--- src/rtl/evad_pkg.sv ---
// ----------------------------------------------------------------------------
// evad_pkg
// Shared widths, constants and command/status types of the energy VAD.
// ----------------------------------------------------------------------------
package evad_pkg;

    localparam int MaxFrame    = 4096;
    localparam int CountW      = $clog2(MaxFrame + 1);
    localparam int SumW        = 30 + CountW;
    localparam int QuotW       = SumW + 2;
    localparam int RootW       = (QuotW + 1) / 2;
    localparam int DivCntW     = $clog2(QuotW + 1);
    localparam int SqrtCntW    = $clog2(RootW + 1);
    localparam int LogW        = 24;
    localparam int ExpW        = 6;

    localparam logic [63:0] DbScale = 64'd50504453;
    localparam logic signed [15:0] DbFloor = -16'sd25600;

    localparam logic [15:0] ThresholdReset = 16'hD800;
    localparam logic [7:0]  HangoverReset  = 8'd5;

    localparam logic CfgThreshold = 1'b0;
    localparam logic CfgHangover  = 1'b1;

    typedef struct packed {
        logic accum;
        logic start;
        logic div_step;
        logic sqrt_step;
        logic log_load_s;
        logic log_load_n;
        logic log_step;
        logic mul_step;
        logic finish;
        logic clear;
    } evad_cmd_t;

    typedef struct packed {
        logic div_done;
        logic sqrt_done;
        logic log_done;
    } evad_sts_t;

endpackage

--- src/rtl/evad_ctrl.sv ---
// ----------------------------------------------------------------------------
// evad_ctrl
// Sequencer: accumulate, then divide, square root, two logarithms, scale.
// ----------------------------------------------------------------------------
module evad_ctrl (
    input  logic                aclk,
    input  logic                aresetn,
    input  logic                s_tvalid,
    output logic                s_tready,
    input  logic                s_last,
    output logic                m_tvalid,
    input  logic                m_tready,
    output evad_pkg::evad_cmd_t cmd,
    input  evad_pkg::evad_sts_t sts
);

    typedef enum logic [7:0] {
        ST_IDLE = 8'b0000_0001,
        ST_DIV  = 8'b0000_0010,
        ST_SQRT = 8'b0000_0100,
        ST_LOGS = 8'b0000_1000,
        ST_LOGN = 8'b0001_0000,
        ST_MUL  = 8'b0010_0000,
        ST_FIN  = 8'b0100_0000,
        ST_OUT  = 8'b1000_0000
    } state_t;

    state_t state_reg, state_next;

    assign s_tready = (state_reg == ST_IDLE);
    assign m_tvalid = (state_reg == ST_OUT);

    always_comb begin
        state_next = state_reg;
        cmd = '0;
        unique case (state_reg)
            ST_IDLE: begin
                if (s_tvalid) begin
                    cmd.accum = 1'b1;
                    if (s_last) state_next = ST_DIV;
                end
            end
            ST_DIV: begin
                if (!sts.div_done) cmd.div_step = 1'b1;
                else begin
                    state_next = ST_SQRT;
                    cmd.start = 1'b1;
                end
            end
            ST_SQRT: begin
                if (!sts.sqrt_done) cmd.sqrt_step = 1'b1;
                else begin
                    state_next = ST_LOGS;
                    cmd.log_load_s = 1'b1;
                end
            end
            ST_LOGS: begin
                if (!sts.log_done) cmd.log_step = 1'b1;
                else begin
                    state_next = ST_LOGN;
                    cmd.log_load_n = 1'b1;
                end
            end
            ST_LOGN: begin
                if (!sts.log_done) cmd.log_step = 1'b1;
                else begin
                    state_next = ST_MUL;
                    cmd.mul_step = 1'b1;
                end
            end
            ST_MUL: begin
                state_next = ST_FIN;
            end
            ST_FIN: begin
                cmd.finish = 1'b1;
                state_next = ST_OUT;
            end
            ST_OUT: begin
                if (m_tready) begin
                    cmd.clear = 1'b1;
                    state_next = ST_IDLE;
                end
            end
            default: state_next = ST_IDLE;
        endcase
    end

    always_ff @(posedge aclk) begin
        if (!aresetn) state_reg <= ST_IDLE;
        else          state_reg <= state_next;
    end

endmodule

--- src/rtl/evad_datapath.sv ---
// ----------------------------------------------------------------------------
// evad_datapath
// Accumulators, restoring divider, bit-pair square root, squaring log2 unit,
// dB scaling and hangover decision.
// ----------------------------------------------------------------------------
module evad_datapath (
    input  logic                aclk,
    input  logic                aresetn,
    input  logic signed [15:0]  sample,
    input  logic                cfg_wr_en,
    input  logic                cfg_index,
    input  logic                cfg_valid_index,
    input  logic [15:0]         cfg_wr_data,
    input  evad_pkg::evad_cmd_t cmd,
    output evad_pkg::evad_sts_t sts,
    output logic [16:0]         rms_level,
    output logic signed [15:0]  level_db,
    output logic                voiced,
    output logic                frame_overflow
);

    localparam int SumW   = evad_pkg::SumW;
    localparam int QuotW  = evad_pkg::QuotW;
    localparam int RootW  = evad_pkg::RootW;
    localparam int CountW = evad_pkg::CountW;
    localparam int LogW   = evad_pkg::LogW;

    logic signed [15:0] threshold_reg;
    logic [7:0]         hangover_frames_reg;
    logic [7:0]         hangover_left_reg;
    logic [SumW-1:0]    energy_reg;
    logic [CountW-1:0]  count_reg;
    logic               overflow_reg;

    logic [QuotW-1:0]   rem_div_reg;
    logic [QuotW-1:0]   quot_reg;
    logic [evad_pkg::DivCntW-1:0]  div_cnt_reg;
    logic [QuotW+1:0]   sq_x_reg;
    logic [QuotW+1:0]   sq_root_reg;
    logic [evad_pkg::SqrtCntW-1:0] sq_cnt_reg;
    logic [31:0]        mant_reg;
    logic [4:0]         log_cnt_reg;
    logic [LogW-1:0]    log_acc_reg;
    logic [LogW-1:0]    log_s_reg;
    logic signed [63:0] prod_reg;
    logic [16:0]        rms_reg;
    logic signed [15:0] level_reg;
    logic               voiced_reg;
    logic               ovf_out_reg;

    logic [15:0]        mag;
    logic [31:0]        sq;
    logic [QuotW:0]     rem_try;
    logic [QuotW+1:0]   sq_try;
    logic [63:0]        msq;
    logic [32:0]        mnext;
    logic [SumW-1:0]    log_src;
    logic [evad_pkg::ExpW-1:0] msb;
    logic [31:0]        mant_init;
    logic signed [LogW:0] dlog;
    logic signed [63:0] prod_abs;
    logic signed [63:0] lvl;
    logic signed [15:0] lvl_sat;

    assign mag = sample[15] ? 16'(-sample) : 16'(sample);
    assign sq  = mag * mag;

    // restoring divide of 4*S by N, one quotient bit a cycle
    assign rem_try = {rem_div_reg, quot_reg[QuotW-1]} - (QuotW+1)'(count_reg);
    // bit-pair square root
    assign sq_try = sq_x_reg - (sq_root_reg | (QuotW+2)'(1) << (2 * (sq_cnt_reg - 1)));

    always_comb begin
        log_src = cmd.log_load_s ? energy_reg : SumW'(count_reg);
        msb = '0;
        for (int i = 0; i < SumW; i++) begin
            if (log_src[i]) msb = evad_pkg::ExpW'(i);
        end
        if (msb >= 30) mant_init = 32'(log_src >> (msb - 30));
        else           mant_init = 32'(log_src << (30 - msb));
    end

    assign msq   = mant_reg * mant_reg;
    assign mnext = 33'(msq >> 30);

    assign dlog = $signed({1'b0, log_s_reg}) - $signed({1'b0, log_acc_reg})
                  - (LogW+1)'(30 * 65536);
    assign prod_abs = prod_reg < 0 ? -prod_reg : prod_reg;

    always_comb begin
        lvl = (prod_abs + 64'sd2147483648) >>> 32;
        if (prod_reg < 0) lvl = -lvl;
        if (energy_reg == '0 || lvl < 64'(evad_pkg::DbFloor)) lvl_sat = evad_pkg::DbFloor;
        else if (lvl > 0) lvl_sat = '0;
        else lvl_sat = 16'(lvl);
    end

    assign sts.div_done  = (div_cnt_reg == '0);
    assign sts.sqrt_done = (sq_cnt_reg == '0) && sq_root_reg[QuotW+1];
    assign sts.log_done  = (log_cnt_reg == '0);

    always_ff @(posedge aclk) begin
        if (!aresetn) begin
            threshold_reg       <= evad_pkg::ThresholdReset;
            hangover_frames_reg <= evad_pkg::HangoverReset;
            hangover_left_reg   <= '0;
            energy_reg          <= '0;
            count_reg           <= '0;
            overflow_reg        <= 1'b0;
            div_cnt_reg         <= evad_pkg::DivCntW'(QuotW + 1);
            sq_cnt_reg          <= '0;
            sq_root_reg         <= '0;
            log_cnt_reg         <= '0;
        end else begin
            if (cfg_wr_en && cfg_valid_index) begin
                if (cfg_index == evad_pkg::CfgThreshold) threshold_reg <= cfg_wr_data;
                else hangover_frames_reg <= cfg_wr_data[7:0];
            end
            if (cmd.accum) begin
                if (count_reg < CountW'(evad_pkg::MaxFrame)) begin
                    energy_reg <= energy_reg + SumW'(sq);
                    count_reg  <= count_reg + 1'b1;
                end else overflow_reg <= 1'b1;
                rem_div_reg <= '0;
                quot_reg    <= '0;
                div_cnt_reg <= evad_pkg::DivCntW'(QuotW + 1);
            end
            if (cmd.div_step) begin
                if (div_cnt_reg == evad_pkg::DivCntW'(QuotW + 1))
                    quot_reg <= {energy_reg, 2'b00};
                else begin
                    if (!rem_try[QuotW]) begin
                        rem_div_reg <= rem_try[QuotW-1:0];
                        quot_reg    <= {quot_reg[QuotW-2:0], 1'b1};
                    end else begin
                        rem_div_reg <= {rem_div_reg[QuotW-2:0], quot_reg[QuotW-1]};
                        quot_reg    <= {quot_reg[QuotW-2:0], 1'b0};
                    end
                end
                div_cnt_reg <= div_cnt_reg - 1'b1;
            end
            if (cmd.start) begin
                sq_x_reg    <= (QuotW+2)'(quot_reg);
                sq_root_reg <= '0;
                sq_cnt_reg  <= evad_pkg::SqrtCntW'(RootW);
            end
            if (cmd.sqrt_step) begin
                if (sq_cnt_reg != '0) begin
                    if (!sq_try[QuotW+1]) begin
                        sq_x_reg    <= sq_try;
                        sq_root_reg <= (sq_root_reg >> 1) | ((QuotW+2)'(1) << (2 * (sq_cnt_reg - 1)));
                    end else sq_root_reg <= sq_root_reg >> 1;
                    sq_cnt_reg <= sq_cnt_reg - 1'b1;
                end else begin
                    rms_reg <= 17'(sq_root_reg);
                    sq_root_reg[QuotW+1] <= 1'b1;
                end
            end
            if (cmd.log_load_s || cmd.log_load_n) begin
                if (cmd.log_load_n) log_s_reg <= log_acc_reg;
                mant_reg    <= mant_init;
                log_acc_reg <= LogW'(msb);
                log_cnt_reg <= 5'd16;
            end
            if (cmd.log_step) begin
                mant_reg    <= mnext[31] ? mnext[32:1] : mnext[31:0];
                log_acc_reg <= {log_acc_reg[LogW-2:0], mnext[31]};
                log_cnt_reg <= log_cnt_reg - 1'b1;
            end
            if (cmd.mul_step) prod_reg <= 64'(dlog) * $signed(evad_pkg::DbScale);
            if (cmd.finish) begin
                level_reg   <= lvl_sat;
                ovf_out_reg <= overflow_reg;
                if (lvl_sat > threshold_reg) begin
                    hangover_left_reg <= hangover_frames_reg;
                    voiced_reg <= 1'b1;
                end else if (hangover_left_reg != '0) begin
                    hangover_left_reg <= hangover_left_reg - 1'b1;
                    voiced_reg <= 1'b1;
                end else voiced_reg <= 1'b0;
            end
            if (cmd.clear) begin
                energy_reg   <= '0;
                count_reg    <= '0;
                overflow_reg <= 1'b0;
                sq_root_reg  <= '0;
            end
        end
    end

    assign rms_level      = rms_reg;
    assign level_db       = level_reg;
    assign voiced         = voiced_reg;
    assign frame_overflow = ovf_out_reg;

endmodule

--- src/rtl/energy_voice_activity_detector_unit.sv ---
// ----------------------------------------------------------------------------
// energy_voice_activity_detector_unit
// Frame energy VAD with hangover.
// ----------------------------------------------------------------------------
// One sample beat is taken per cycle while a frame is accumulating. The beat
// carrying tlast closes the frame; the result beat is then computed by a
// one-bit-a-cycle divider (a load step and 45 steps), a two-bit-a-cycle square
// root (23 steps) and two 16-step log2 passes, with hand-over states between
// them. No new sample is taken until the result beat has been delivered.
module energy_voice_activity_detector_unit (
    input  logic        aclk,
    input  logic        aresetn,
    input  logic        s_tvalid,
    output logic        s_tready,
    input  logic [15:0] s_tdata,   // [15:0] sample
    input  logic        s_tlast,   // last_of_frame
    output logic        m_tvalid,
    input  logic        m_tready,
    output logic [39:0] m_tdata,   // [16:0] rms_level, [32:17] level_db
    output logic [1:0]  m_tuser,   // [0] voiced, [1] frame_overflow
    input  logic        cfg_wr_en,
    input  logic [0:0]  cfg_index,
    input  logic [15:0] cfg_wr_data
);

    evad_pkg::evad_cmd_t cmd;
    evad_pkg::evad_sts_t sts;
    logic [16:0]        rms_level;
    logic signed [15:0] level_db;
    logic               voiced;
    logic               frame_overflow;

    evad_ctrl u_ctrl (
        .aclk(aclk), .aresetn(aresetn),
        .s_tvalid(s_tvalid), .s_tready(s_tready), .s_last(s_tlast),
        .m_tvalid(m_tvalid), .m_tready(m_tready),
        .cmd(cmd), .sts(sts)
    );

    evad_datapath u_dp (
        .aclk(aclk), .aresetn(aresetn),
        .sample(s_tdata),
        .cfg_wr_en(cfg_wr_en), .cfg_index(cfg_index[0]), .cfg_valid_index(1'b1),
        .cfg_wr_data(cfg_wr_data),
        .cmd(cmd), .sts(sts),
        .rms_level(rms_level), .level_db(level_db),
        .voiced(voiced), .frame_overflow(frame_overflow)
    );

    assign m_tdata = {7'd0, level_db, rms_level};
    assign m_tuser = {frame_overflow, voiced};

endmodule

--- config.mk ---
export PLATFORM = sky130hd
export DESIGN_NAME = energy_voice_activity_detector_unit
export DESIGN_NICKNAME = d
export VERILOG_FILES = /design/src/rtl/evad_pkg.sv /design/src/rtl/evad_ctrl.sv /design/src/rtl/evad_datapath.sv /design/src/rtl/energy_voice_activity_detector_unit.sv
export SDC_FILE = /design/constraint.sdc
export NUM_CORES = 2
export LEC_CHECK = 0
export ABC_CLOCK_PERIOD_IN_PS = 19140
export BUFFER_PORTS_ARGS = -buffer_cell sky130_fd_sc_hd__buf_2
export CAP_MARGIN = 20
export CORE_MARGIN = 1
export CORE_UTILIZATION = 68
export CTS_CLUSTER_SIZE = 14
export DETAILED_ROUTE_END_ITERATION = 10
export PLACE_DENSITY = 0.85
export SLEW_MARGIN = 20
export SYNTH_ARGS = -nofsm -noshare
export SYNTH_HDL_FRONTEND = slang
export SYNTH_SLANG_ARGS = --single-unit
--- constraint.sdc ---
create_clock -name aclk -period 19.14 [get_ports aclk]
set_input_delay 4.785 -clock aclk [delete_from_list [all_inputs] [get_ports aclk]]
set_output_delay 4.785 -clock aclk [all_outputs]
set_load 0.1 [all_outputs]
== Word level (Yosys, flattened, before mapping) ==
Cells that the tools add are included.

* Flip-flop bits (word level): 476
* Input port bits: 39
* Output and inout bits: 44
* Word-level logic and storage cells: 206

* $add $sub $neg: 17
* $mul: 3
* $lt $le $gt $ge: 6
* Eq/ne operators: 16
* Shift-type cells: 3
* Muxes and demuxes: 105
* Bitwise gates (word level): 6
* Reductions and logical operators: 27

{| class="wikitable"
|+ Operator list
! operator !! count
|-
| $mux 47 || 7
|-
| $mux 45 || 7
|-
| $mux 6 || 43
|-
| $mux 32 || 4
|-
| $mux 64 || 2
|-
| $mux 8 || 9
|-
| $add 64x33->64 const B || 1
|-
| $gt 64x1->1 const B || 1
|-
| $lt 64x1->1 const B || 1
|-
| $lt 64x16->1 const B || 1
|-
| $neg 32->64 || 1
|-
| $neg 64->64 || 1
|-
| $pmux 8 s8 || 1
|-
| $mul 32x32->63 || 1
|-
| $mul 25x27->52 const B || 1
|-
| $mux 16 || 3
|-
| $mux 24 || 2
|-
| $or 46x47->47 || 1
|-
| $or 47x47->47 || 1
|-
| $shl 1x32->47 const A || 1
|-
| $sub 47x47->47 || 1
|-
| $mux 46 || 1
|-
| $sub 46x13->46 || 1
|-
| $add 43x32->43 || 1
|-
| other kinds (44) || 90
|}

== Logic depth before layout (Yosys ltp) ==
* Depth in word-level cells: 52
* Mapped depth: 49
* Mapped depth without buffers: 45

== By module ==
From an unflattened synthesis, not the netlist that was laid out.

* Cells, all modules: 8194
* Area, all modules: 75497.4 µm²

{| class="wikitable"
|+ By module, submodules not included
! module !! times used !! cells an instance !! area each (µm²) !! sequential area each (µm²)
|-
| evad_datapath || 1 || 8113 || 74865.6 || 12171.7
|-
| evad_ctrl || 1 || 70 || 556.8 || 160.2
|-
| energy_voice_activity_detector_unit || 1 || 11 || 75.1 || 0.0
|}

== Worst setup path after synthesis ==
OpenSTA, ideal clock, no wires.

* Path kind: input to register
* Start: in s_tdata[7]
* End: reg u_dp.energy_reg[37]
* Setup time: 0.128 ns
* Arrival time: 12.464 ns
* Data required time: 19.012 ns
* Setup slack: 6.549 ns
* Cell stages on the path: 33
* Path buffers: 0
* Cell sequence: or4_1 nor4_1 nand2b_1 o21ai_0 xor2_1 inv_1 nand2_1 fa_1 inv_1 fa_1 inv_1 fa_1 inv_1 fa_1 inv_1 fa_1 inv_1 fa_1 ha_1 a21o_1 a21oi_1 nor2b_1 a41o_1 a211oi_1 o41ai_1 a31o_2 a21oi_1 o22ai_1 o41a_1 a41o_1 o2111ai_1 xor2_1 nor2_1

* Longest elaborated chain between the ends: 4

{| class="wikitable"
|+ RTL lines
! element !! RTL line !! source
|-
| from (decl) || energy_voice_activity_detector_unit.sv:15 || <nowiki>input logic [15:0] s_tdata,</nowiki>
|-
| $neg 16->16 || evad_datapath.sv:65 || <nowiki>assign mag = sample[15] ? 16'(-sample) : 16'(sample);</nowiki>
|-
| $mux 16 * || evad_datapath.sv:65 ||
|-
| $mul 16x16->32 * || evad_datapath.sv:66 || <nowiki>assign sq = mag * mag;</nowiki>
|-
| $add 43x32->43 * || evad_datapath.sv:121 || <nowiki>energy_reg <= energy_reg + SumW'(sq);</nowiki>
|-
| to (signal assigned) || evad_datapath.sv:121 ||
|-
| to (decl) || evad_datapath.sv:31 || <nowiki>logic [SumW-1:0] energy_reg;</nowiki>
|}

Every way passes the cells marked *; elsewhere a longest branch is shown, timed or not.
A chain may end at the register's enable or synchronous reset.

== Final worst setup path ==
* Start: in s_tdata[0]
* End: reg u_dp.energy_reg[35]

The elaborated chain is that of the path after synthesis.

==> results.tsv <==
stage	metric	value	unit
synth	synth_edf_count	304	
sta	final_hold_viol_count	0	
synth	async_flop_share	0	%
setup_path	crit_path_max_fanout	14	
setup_path	end_kind	flop	
cells_and_area	final_common_cell	inv_1	
detailed_routing	routed_wl	201000	um
clock_tree	cts_sinks	464	
sta	fmax	0.0740	GHz
synth	post-synth-top-area-cell	fa_1	
sta	tns	0	ns
synth	ys_seq_area_share	16.4	%
grt	gr-total-overflow	0	
grt	antenna_found_initial	2	
placement	place_hpwl	157000	um
synth	synth_top_flop_cell	edfxtp_1	
synth	synth_cells	8288	
setup_path	cp.arrival	14.02	ns
detailed_routing	wire_per_inst	20.8	um
clock_tree	cts_made_buffers	52	
placement	post-place-ws	5.21	ns
synth	syn_area	75000	sq um
synth	yosysWarnings	0	
power	power_density	77.7	nW/um^2
cells_and_area	fin_cells	9686	
cells_and_area	largest_reg_flops	52	
grt	track_usage	36.9	%
sta	fin_worst_skew	0.0597	ns
detailed_routing	vias	59400	
clock_tree	cts_buffer_depth	3	
synth	ys_ff_latch	464	
status	status	complete, no violations	
cells_and_area	fin_nets	10100	
clock_tree	post_cts_buffers	0	
hold_path	min_path_type	reg -> reg	
sta	period_minus_slack	13.52	ns
sta	setup_violations	0	
placement	port_buffers	75	
floorplanning	die_area	112000	sq um
synth	netlist.area_leader.share	30.5	%
cells_and_area	final_cell_mix	inv_1 (1522), fa_1 (1142), nand2_1 (903)	
grt	grt_pass1_wl	324000	um
synth	avgSynthCellArea	9.05	sq um
grt	grt_pass1_vias	62100	
clock_tree	ctsHtreeMaxLevel	2	
detailed_routing	initialDrtViolationCount	5645	
detailed_routing	drcViolationCount	0	
placement	place_inst	9587	
grt	grt_max_degree	87	
synth	synth_area_leaders	fa_1 (30%), ha_1 (13%), edfxtp_1 (12%)	
floorplanning	die_w	334	um
detailed_routing	drt_pass1_iterations	8	
detailed_routing	vias_per_cell	6.13	
power	leakagePower	37.8	nW
detailed_routing	ant_nets	0	
floorplanning	die_h	334	um
setup_path	cp_slowest_stage_delay	0.77	ns
placement	gp_congestion	1.01	
clock_tree	clk_latency	0.68	ns
clock_tree	cts.clk_slew.worst_paths	0.06	ns
setup_path	cp_slowest_cell	xnor2_1	
setup_path	start_kind	input pin	
cells_and_area	postLayoutCoreUtil	72.0	%
setup_path	cp.required	19.64	ns
floorplanning	ios	83	
cells_and_area	area_delta_synth_final	4.69	%
sta	post-route-period-util	70.6	%
sta	setup_ws	5.62	ns
sta	relSlewSlack	27.4	%
power	finalPower	6.10	mW
floorplanning	start_util	68.7	%
synth	synthDistinctLibCells	99	
clock_tree	post_cts_resized	0	
clock_tree	cts_hold_buffers	0	
job	maxCapViolations	0	
sta	final_max_slew_viol_count	0	
floorplanning	core-area	109000	sq um
sta	rsz0062_at_grt	false	
clock_tree	ctsRootBufferMaster	clkbuf_16	
setup_path	crit_type	in -> reg	
sta	tightestPinTransition	1.09	ns
clock_tree	cts_tree	built	
power	peakVddDrop	0.000263	V
floorplanning	rows	121	
cells_and_area	layout-drive-gt1-share	4.48	%
setup_path	cpMostUsedCell	fa_1	
## per-stage QoR
step,area [sq um],hold slack (ns)
4_1_cts,78500,0.449
3_5_place_dp,76700,0.432
5_1_grt,78500,0.458
6_report,78500,0.447
3_3_place_gp,76700,0.428
2_1_floorplan,75100,0.409
## Yosys cell counts, types with 24 or more instances
master,number
a211oi_1,32
and3_1,32
nor2b_1,62
xor2_1,95
nand2_1,907
fa_1,1142
o21a_1,35
nand3_1,173
nor4_1,36
o21ai_0,272
a21oi_1,392
a21boi_0,37
or3_1,38
nand4_1,36
mux2i_1,98
nor2_1,522
nand2b_1,43
o31ai_1,24
nor3_1,133
a21o_1,113
inv_1,1522
dfxtp_1,160
a31oi_1,80
edfxtp_1,304
o211ai_1,30
ha_1,767
and2_1,259
a22oi_1,27
xnor2_1,202
mux2_2,24
clkbuf_1,314
## cell type report
| cell class | instances | area (sq um) |
|---|---|---|
| multi-input cells | 5945 | 55700 |
| fillers | 7843 | 30600 |
| flip-flops and latches | 464 | 12300 |
| inverters | 1536 | 5770 |
| well taps | 1476 | 1850 |
| clock buffers | 59 | 1340 |
| repair buffers | 166 | 1060 |
| clock inverters | 39 | 510 |
| diodes | 1 | 2.50 |
## layer usage
metal | routed length, um | global-route usage [%]
met1 | 72500 | 44.5
met4 | 14500 | 21.9
met5 | 21 | 0
met3 | 17500 | 6.42
met2 | 96900 | 62.1
## critical path: cells and delay by family
kind            cells  cell delay [ns]
fa+ha+maj           8             3.45
compound gates     12             2.93
buf+inv             7             1.34
xor+xnor            2             0.96
simple gates        4             0.56
## power by group
part | switching [mW] | internal, mW | total (mW)
Combinational | 2.20 | 1.60 | 3.79
Clock | 0.458 | 0.632 | 1.09
Sequential | 0.0883 | 1.13 | 1.22
## path summary, 6_finish.rpt
check,start,cells after the start,slack (ns),end
worst min-delay path,u_dp.log_acc_reg[16]$_SDFFCE_PN0P_,0,0.45,u_dp.log_s_reg[16]$_DFFE_PP_
worst max-delay path,s_tdata[0],33,5.62,u_dp.energy_reg[35]$_SDFFE_PP0P_
worst max register to register,u_dp.mant_reg[7]$_DFFE_PP_,31,8.03,u_dp.mant_reg[9]$_DFFE_PP_
worst min register to register,u_dp.log_acc_reg[16]$_SDFFCE_PN0P_,0,0.45,u_dp.log_s_reg[16]$_DFFE_PP_
## cells by family (layout without fill, tap and decap cells)
logic type,count (synthesis),count (layout),synth area share (%)
multiplexers,139,139,2.18
buffers and inverters,1897,1800,9.62
adder cells (fa/ha/maj),1909,1909,43.3
XOR/XNOR,298,298,3.49
AO/OA/AOI/OAI,1264,1264,10.7
flip-flops,464,464,16.4
other,2,21,0.0100
AND/OR/NAND/NOR,2315,2315,14.3
(Power assumes the default switching activity.)
